==> config.mk <==
export PLATFORM = sky130hd
export DESIGN_NAME = ppm_div_cell
export DESIGN_NICKNAME = d
export VERILOG_FILES = /design/src/ppm_div_cell.sv
export SDC_FILE = /design/constraint.sdc
export NUM_CORES = 1
export LEC_CHECK = 0
export BUFFER_PORTS_ARGS = -buffer_cell sky130_fd_sc_hd__buf_4
export CELL_PAD_IN_SITES_DETAIL_PLACEMENT = 1
export CELL_PAD_IN_SITES_GLOBAL_PLACEMENT = 1
export CORE_ASPECT_RATIO = 0.6
export CORE_MARGIN = 1.5
export CORE_UTILIZATION = 38
export CTS_CLUSTER_DIAMETER = 40
export DETAILED_ROUTE_END_ITERATION = 12
export PLACE_DENSITY_LB_ADDON = 0.1
export SLEW_MARGIN = 20
export SYNTH_ARGS = -nofsm -noshare
export SYNTH_HDL_FRONTEND = slang
export SYNTH_SLANG_ARGS = --single-unit
==> constraint.sdc <==
create_clock -name clk -period 7.94 [get_ports clk]
set_clock_uncertainty 0.1 [all_clocks]
set_input_delay 0 -clock clk [delete_from_list [all_inputs] [get_ports clk]]
set_output_delay 0 -clock clk [all_outputs]
set_load 0.03 [all_outputs]
==> src/ppm_div_cell.sv <==
// ---------------------------------------------------------------------------
// ppm_div_cell: one restoring division step
// Shifts in the next dividend bit, subtracts the divisor when it fits, and
// shifts the quotient bit into the low end of the dividend register.
// ---------------------------------------------------------------------------
module ppm_div_cell #(
	parameter int DW = 33,
	parameter int QW = 32
) (
	input  logic          clk,
	input  logic [DW-1:0] rem_i,
	input  logic [QW-1:0] low_i,
	input  logic [DW-1:0] den_i,
	output logic [DW-1:0] rem_o,
	output logic [QW-1:0] low_o,
	output logic [DW-1:0] den_o
);
	logic [DW:0] t;
	logic [DW:0] diff;
	logic        qb;

	// Trial subtraction; the top bit of the difference is the borrow.
	always_comb begin
		t    = {rem_i, low_i[QW-1]};
		diff = t - {1'b0, den_i};
		qb   = !diff[DW];
	end

	always_ff @(posedge clk) begin
		rem_o <= qb ? diff[DW-1:0] : t[DW-1:0];
		low_o <= {low_i[QW-2:0], qb};
		den_o <= den_i;
	end

endmodule

==> metrics.txt <==
run status finished, final reports clean; placeable core area 11370 µm²; average wire length per cell after detail routing 19.13 µm; Post-Synthesis Cells roughly 430; busiest layer in global routing met2; CP Max Fanout 34; met2 Track Usage GR between 40% and 50%; number of input and output port buffers inserted between 150 and 200; number of vias after detailed routing 4391; total wire length after detailed routing 16.91 mm; H-tree lvl count 3; Startpoint Class input port; number of instances resized during post-cts repair 0; TritonCTS buffer count 9; maximum resistive drop on vdd 114.3 µV; final count of hold timing violations 0; most used flip-flop cell after synthesis dfxtp_1; wire length of the first global-routing pass 25.52 mm; fill count roughly 1200; max-cap violation count 0; Final #Nets 852; Critical Path Max Stage Delay 0.54 ns; sequential element share of the synthesized area ~44%; number of sinks handled by clock tree synthesis 98; netlist area before placement 4472 µm²; final worst slack 4.282 ns; Reg clk slew, reported paths ~0.07 ns; Hold/Removal Path Class input port to register; DRC errors left 0; number of setup violations in the final report 0; sum of internal, switching and leakage power approximately 1.6 mW; sum of net half-perimeters after detailed placement 10.15 mm; Tightest Pin Transition 0.6936 ns; chain of cells forming the critical path dlygate4sd3_1 -> buf_4 -> inv_1 -> ha_1 -> nor2b_1 -> o31ai_1 -> a21oi_1 -> o311a_1 -> o211a_1 -> o21ai_2 -> mux2i_1 -> nand2_4 -> mux2_4; Die W 143.0 µm; number of I/O pins roughly 200; unique cell type count in the Yosys netlist 55; Setup CP Type input port to register; post-placement setup slack 4.541 ns; initial antenna violation count 0; part of the cycle the worst path needs 46.06%; Remaining Overflow, GRT 0; total power divided by cell area 212.1 nW/µm²; total iterations of the first detailed-routing run 4; final sum of negative setup slack 0 ns; highest clock frequency the design can meet between 200 and 300 MHz; overall die area 12450 µm²; TritonCTS clock tree built; global routing usage on met1 31.47%; largest delay contributor family on the critical path compound AO/OA/AOI/OAI gates; Area growth, synth to finish 63.46%; die span in y ~87 µm; Yosys warning count 0; clock tree root buffer cell clkbuf_16; std cell rows 30; count of antenna diodes in the layout 0; via-per-instance ratio roughly 5; data required time of the critical path 8.08 ns; antenna viol nets, final 0; Total GRT Usage ~27%; ratio of cells with drive above 1 in the final layout 35.08%; unrepaired setup endpoints after global routing false; Crit path buffers/inverters 3; 1st-iter DRT viols 218; Final Max Slew Viols 0; Lkg Pwr 3.666 nW; register bit total from synthesis 98; placer congestion estimate a little under 0.8; arrival time of data at the critical path endpoint around 3.8 ns; CP Capture Type register; post-synthesis async set-or-reset flop share 0%; synthesized netlist net count 562; Initial Util 39.32%; vias in the first global route 4714; Clock Path Buffers 2; area taken by multi-input logic gates 2253 µm²; final core utilization around 64%; pin count of the biggest net entering global routing 35; Sequential Area 1962 µm²; tightest slew margin relative to the limit 53.37%; mean cell area of the mapped netlist 10.42 µm²; Tmin final ~3.7 ns; met3 Usage GRT under 10%; slowest cell on the critical path dlygate4sd3_1; count of flip-flops with a built-in enable after synthesis 0
-- Yosys cell counts, types with 2 or more instances --
| cell | instances | area, µm² |
|---|---|---|
| dfxtp_1 | 98 | 1962 |
| clkbuf_1 | 10 | 37.54 |
| nor3b_1 | 2 | 15.01 |
| nand3_1 | 4 | 20.02 |
| buf_12 | 3 | 60.06 |
| a31oi_1 | 2 | 12.51 |
| a21o_1 | 27 | 202.7 |
| a31o_2 | 2 | 17.52 |
| mux2_2 | 4 | 45.04 |
| a21oi_1 | 30 | 150.1 |
| nand2b_1 | 3 | 18.77 |
| o21ai_0 | 17 | 85.08 |
| nand2_1 | 19 | 71.32 |
| o21bai_1 | 2 | 15.01 |
| o31ai_1 | 2 | 15.01 |
| nor2b_1 | 9 | 56.30 |
| xnor2_1 | 14 | 122.6 |
| xor2_1 | 14 | 122.6 |
| o211ai_1 | 2 | 15.01 |
| nand4_1 | 8 | 50.05 |
| inv_1 | 41 | 153.9 |
| ha_1 | 33 | 412.9 |
| nor3_1 | 4 | 20.02 |
| nor2_1 | 16 | 60.06 |
| mux2i_1 | 3 | 30.03 |
| mux2_4 | 26 | 390.4 |
| a221o_1 | 2 | 20.02 |
| and3_1 | 5 | 31.28 |
-- where the power goes --
part / leakage (nW) / internal, mW / switching, mW
logic: 2.70 / 0.248 / 0.291
clock network: 0.143 / 0.222 / 0.222
registers: 0.827 / 0.547 / 0.0199
total: 3.67 / 1.02 / 0.533
-- per-layer routing --
metal	up-vias	wire length, µm
li1	2069	-
met1	2143	7112
met2	149	8534
met3	30	896
met4	0	366
met5	-	0
-- registers in the layout (all words and copies together), names as in the netlist --
name	flops
den_o	33
rem_o	33
low_o	32
-- worst paths after layout --
check	from	endpoint	slack, ns	cells after the start
worst max-delay path	den_i[1]	rem_o[12]	4.28	13
worst min-delay path	low_i[2]	low_o[3]	0.19	2
-- placed cells by master, fill, tap and decap left out, types with 4 or more instances in the layout --
cell / count
and3_1: 5
nor2_1: 16
xnor2_1: 14
nand3_1: 4
nor2b_1: 9
o21ai_0: 17
nand4_1: 8
mux2_4: 26
nand2_1: 19
dlygate4sd3_1: 97
inv_1: 41
clkbuf_16: 9
ha_1: 33
a21o_1: 27
xor2_1: 14
mux2_2: 4
nor3_1: 4
a21oi_1: 30
dfxtp_1: 98
buf_4: 196
-- repair_timing --
item                                   CTS  global route
hold buffers                            97             0
setup buffers                            0             0
endpoints found under the hold margin   97             0
-- metrics by stage --
| stage | area, µm² | hold WS (ns) | std cells |
|---|---|---|---|
| after global routing | 7310 | 0.1882 | 884 |
| after detailed placement | 6041 | 0.005490 | 771 |
| after floorplan | 4472 | -0.07228 | 429 |
| final | 7310 | 0.1868 | 884 |
| after CTS | 7310 | 0.1787 | 884 |
| after global placement | 6041 | 0.004843 | 771 |
-- area by class of cell --
cell class | count | area share [%]
multi-input cells | 276 | 30.83
repair buffers | 293 | 33.41
inverters | 41 | 2.105
clock buffers | 9 | 3.081
clock inverters | 7 | 0.9928
flip-flops and latches | 98 | 26.84
well taps | 160 | 2.739
-- kinds of logic after synthesis --
family                     count (synthesis)  share of synthesized area [%]
muxes                                     33                          10.41
DFF                                       98                          43.87
buffers and inverters                     55                          5.736
adders and majority gates                 34                          9.681
and+or+nand+nor                           80                          9.458
AOI/OAI and AO/OA                        101                          15.36
xor gates and xnor gates                  28                          5.484
(Power assumes the default switching activity.)
