File: src/ppm_pkg.sv
// ---------------------------------------------------------------------------
// ppm_pkg: shared types and constants of the perspective projection unit
// Request and result structs, CORDIC angle table, saturation helper.
// ---------------------------------------------------------------------------
package ppm_pkg;

	// Angles inside the CORDIC are degrees with 24 fraction bits.
	localparam int ANG_FRAC = 24;
	localparam int MAX_TAB  = 24;
	// Width of the CORDIC x, y and z datapath.
	localparam int CW       = 33;
	// Quotient bits of the cotangent divider and of the output dividers.
	localparam int COT_QW   = 39;
	localparam int OUT_QW   = 32;
	// Half angle limit, 90 degrees.
	localparam logic [CW-1:0] HALF_LIMIT = CW'(90) << ANG_FRAC;
	// Clamp value of the cotangent magnitude.
	localparam logic [COT_QW-1:0] COT_CLAMP = COT_QW'(1) << (COT_QW - 1);

	// atan(2^-i) in degrees, 24 fraction bits, rounded to nearest.
	localparam logic [31:0] ATAN_DEG [MAX_TAB] = '{
		32'd754974720, 32'd445687602, 32'd235489088, 32'd119537938,
		32'd60000934,  32'd30029717,  32'd15018523,  32'd7509720,
		32'd3754917,   32'd1877466,   32'd938734,    32'd469367,
		32'd234684,    32'd117342,    32'd58671,     32'd29335,
		32'd14668,     32'd7334,      32'd3667,      32'd1833,
		32'd917,       32'd458,       32'd229,       32'd115
	};

	typedef struct packed {
		logic        [23:0] fov_deg;
		logic        [20:0] aspect;
		logic signed [31:0] near_z;
		logic signed [31:0] far_z;
	} ppm_req_t;

	typedef struct packed {
		logic signed [31:0] scale_x;
		logic signed [31:0] scale_y;
		logic signed [31:0] depth_scale;
		logic signed [31:0] depth_offset;
		logic               div_error;
	} ppm_res_t;

	// Operands that ride along the CORDIC and cotangent divider chains.
	typedef struct packed {
		logic        err;
		logic        neg_xy;
		logic        neg_ds;
		logic        neg_do;
		logic [20:0] aspect;
		logic [32:0] mag_s;
		logic [32:0] mag_d;
		logic [31:0] mag_n;
		logic [31:0] mag_f;
		logic [63:0] prod;
	} ppm_side_t;

	// Flags that ride along the output divider chain.
	typedef struct packed {
		logic              err;
		logic              neg_xy;
		logic              neg_ds;
		logic              neg_do;
		logic [COT_QW-1:0] cot;
		logic              ovf_mx;
		logic              ovf_ds;
		logic              ovf_do;
	} ppm_fin_t;

	// Signed result from sign and magnitude, saturated to 32 bits.
	// The overflow flag marks a magnitude of 2^32 or more.
	function automatic logic [31:0] sat32(input logic neg, input logic ovf,
	                                      input logic [31:0] mag);
		logic [31:0] r;
		if (neg) begin
			if (ovf || mag[31]) r = 32'h8000_0000;
			else                r = 32'd0 - mag;
		end else begin
			if (ovf || mag[31]) r = 32'h7FFF_FFFF;
			else                r = mag;
		end
		return r;
	endfunction

endpackage

File: src/ppm_cordic_cell.sv
// ---------------------------------------------------------------------------
// ppm_cordic_cell: one CORDIC rotation stage
// Rotates x, y toward the remaining angle z by atan(2^-STAGE) and registers.
// ---------------------------------------------------------------------------
module ppm_cordic_cell #(
	parameter int STAGE = 0
) (
	input  logic                             clk,
	input  logic signed [ppm_pkg::CW-1:0]    x_i,
	input  logic signed [ppm_pkg::CW-1:0]    y_i,
	input  logic signed [ppm_pkg::CW-1:0]    z_i,
	output logic signed [ppm_pkg::CW-1:0]    x_o,
	output logic signed [ppm_pkg::CW-1:0]    y_o,
	output logic signed [ppm_pkg::CW-1:0]    z_o
);
	import ppm_pkg::*;

	logic signed [CW-1:0] xs;
	logic signed [CW-1:0] ys;
	logic signed [CW-1:0] ang;

	// Arithmetic shifts round toward minus infinity.
	assign xs  = x_i >>> STAGE;
	assign ys  = y_i >>> STAGE;
	assign ang = $signed({1'b0, ATAN_DEG[STAGE]});

	// Rotate by the sign of the remaining angle.
	always_ff @(posedge clk) begin
		if (!z_i[CW-1]) begin
			x_o <= x_i - ys;
			y_o <= y_i + xs;
			z_o <= z_i - ang;
		end else begin
			x_o <= x_i + ys;
			y_o <= y_i - xs;
			z_o <= z_i + ang;
		end
	end

endmodule

File: config.mk
export PLATFORM = sky130hd
export DESIGN_NAME = ppm_cordic_cell
export DESIGN_NICKNAME = d
export VERILOG_FILES = /design/src/ppm_pkg.sv /design/src/ppm_cordic_cell.sv
export SDC_FILE = /design/constraint.sdc
export NUM_CORES = 1
export LEC_CHECK = 0
export ABC_AREA = 0
export BUFFER_PORTS_ARGS = -buffer_cell sky130_fd_sc_hd__buf_2
export CAP_MARGIN = 10
export CORE_MARGIN = 1
export CORE_UTILIZATION = 55
export DETAILED_ROUTE_END_ITERATION = 8
export GPL_ROUTABILITY_DRIVEN = 0
export HOLD_SLACK_MARGIN = 0.1
export PLACE_DENSITY = 0.94
export SETUP_SLACK_MARGIN = 0.5
export SYNTH_ARGS = -nofsm -noshare
export SYNTH_HDL_FRONTEND = slang
export SYNTH_SLANG_ARGS = --single-unit
File: constraint.sdc
create_clock -name clk -period 6.3 [get_ports clk]
set_input_delay 0 -clock clk [delete_from_list [all_inputs] [get_ports clk]]
set_output_delay 0 -clock clk [all_outputs]
set_load 0.02 [all_outputs]
==> metrics.txt <==
Remaining DRCs 0; Ports 199; Die W between 100 and 150 µm; WL met3 2.60 mm; class of the worst hold path input pin to flop; HP Start y_i[30]; crit path launch type input pin; clk sinks between 90 and 100; Post-synth EDFFs 0; total chip power 0.00231 W; fillers 1,044; Initial Utilization 0.564; global-route usage over all layers 0.308; DR vias/cell 5.95; CP Launch Point x_i[1]; post-route met1 wirelength between 8 and 9 mm; largest net degree at the start of global routing 85; top cells by area, synth dfxtp_1 25%, ha_1 18%, a21oi_1 7.0%; Final setup viols 0; ant diodes 0; vias in the first global route 7,817; Port-buffer cells 198; Syn. warnings 0; Max Root-Sink Buffers 2; global-route wire length before repair 36.0 mm; status finished clean; part of the cycle the worst path needs 0.548; fmax 290 MHz; via count just over 8,000; Synth area leader dfxtp_1; mapped cell area between 7000 and 8000 µm²; Hold WS 201 ps; Synth Net Count 1,200; ANT nets after route 0; share of cells above drive strength 1 0.194; asr flop ratio synth 0; Crit path arrival time 3690 ps; Syn Area/Cell about 8.0 µm²; setup TNS 0 ps; Area Growth Syn to Fin 22.3%; final layout net count approximately 1,400; cells after synthesis 985; Netlist cell types 73; data required time at the worst endpoint 6540 ps; post-CTS setup buffers 0; Flop pwr share 0.336; met2 WL roughly 11 mm; P_sw 0.000905 W; remaining global-route overflow 0; Core Box Area ~14,000 µm²; post-synthesis sequential area ratio 0.250; chip height 121 µm; CTS tree yes; Pwr per Cell Area approximately 240 nW/µm²; DR iter-0 viols 893; drt wl/cell 16.8 µm; Worst VDD drop 154 µV; CTS clk-pin slew, worst paths 70 ps; max-slew violation count 0; most frequent cells in the layout 198 x buf_2, 111 x ha_1, 110 x a21oi_1, 98 x inv_1, 98 x dfxtp_1; Site Rows between 40 and 50; Hold Path Depth 5; Yosys reg bits 98; antenna violations before repair 0; internal power 0.00140 W; Layout Cells excl Fill about 1,400; Tmin final 3450 ps; Hold Vio Cnt, Final 0; hold_buf cts 40; Root Driver clkbuf_16; Post-CTS Resized 0; P_leak 4.65 nW; Logic pwr share 0.409; Slew headroom 0.351; max layer used met4; Crit Path Max Fanout 5; DP Cell Count approximately 1,300; Tightest Pin Transition 973 ps; Post-DP HPWL 16.9 mm; die area between 10,000 and 15,000 µm²; RSZ-0062 raised after global routing false; Max-Cap Viols 0; commonest non-fill, non-tap cell in the layout buf_2; WL final 23.2 mm; clock share of power 0.255; post-synth top area share 0.250; H-tree depth 3; Setup CP Type input pin to flop; ys flop type dfxtp_1; Pre-antenna DRT Iters 6; CP Capture Type flop; Inserted Clock Buffers 9; sw frac 0.392
==> cell families after synthesis <==
kind of cell    synth area share
fa+ha+maj                  0.187
mux                       0.0141
buf+inv                   0.0749
simple gates               0.138
compound gates             0.259
xor+xnor                  0.0760
flops                      0.250
==> synth_stat cells (14+ instances only) <==
master,count
nand3_1,14
clkbuf_1,21
dfxtp_1,98
ha_1,111
a21oi_1,110
nor2_1,85
nand2_1,56
nor3_1,19
xnor2_1,58
o21ai_0,55
inv_1,98
o21bai_1,17
a21o_1,18
==> path summary, 6_finish.rpt <==
kind                  slack [ps]  endpoint
worst max-delay path        2850   x_o[31]
worst min-delay path         200   y_o[31]
==> worst max-delay path, stage by stage <==
cell and delay (ps):
dlygate4sd3_1 530, buf_2 180, inv_1 100, ha_1 340, nand3b_1 140, a21oi_1 130, o41ai_1 510, a21oi_1 210
a311oi_1 390, o21ai_0 190, a2111oi_1 650, a221oi_2 120, xor2_1 190
==> registers in the layout, summed over array words and instances, names as in the netlist <==
name	cells
z_o	33
y_o	33
x_o	32
==> stage by stage <==
step,cell area [µm²],setup WS [ps],utilization
4_1_cts,9580,2970,0.690
6_report,9580,2850,0.690
2_1_floorplan,7840,3650,-
5_1_grt,9580,2710,0.690
3_3_place_gp,8870,3170,0.639
3_5_place_dp,8870,3030,0.639
==> layout make-up <==
type	count	area, µm²	share of cell area
clock buffer	9	225	0.0235
multi-input combinational	738	5290	0.552
clock inverter	7	83.8	0.00875
inverter	106	400	0.0418
tap	180	225	0.0235
sequential	98	1960	0.205
timing repair buffer	239	1400	0.146
==> power by group through the flow <==
stage / registers, W / clock network [W] / logic (W)
6_report: 0.000776 / 0.000588 / 0.000945
5_1_grt: 0.000784 / 0.000622 / 0.00102
4_1_cts: 0.000772 / 0.000593 / 0.000923
3_5_place_dp: 0.000785 / 0 / 0.000893
3_3_place_gp: 0.000781 / 0 / 0.000878
2_1_floorplan: 0.000938 / 0 / 0.000459
==> metal layers <==
layer  global-route usage  vias up
met5                    0        -
met4                0.191        0
met3               0.0757      110
met2                0.511      549
met1                0.353     3680
li1                     -     3856
Power figures use the tool's default switching activity.
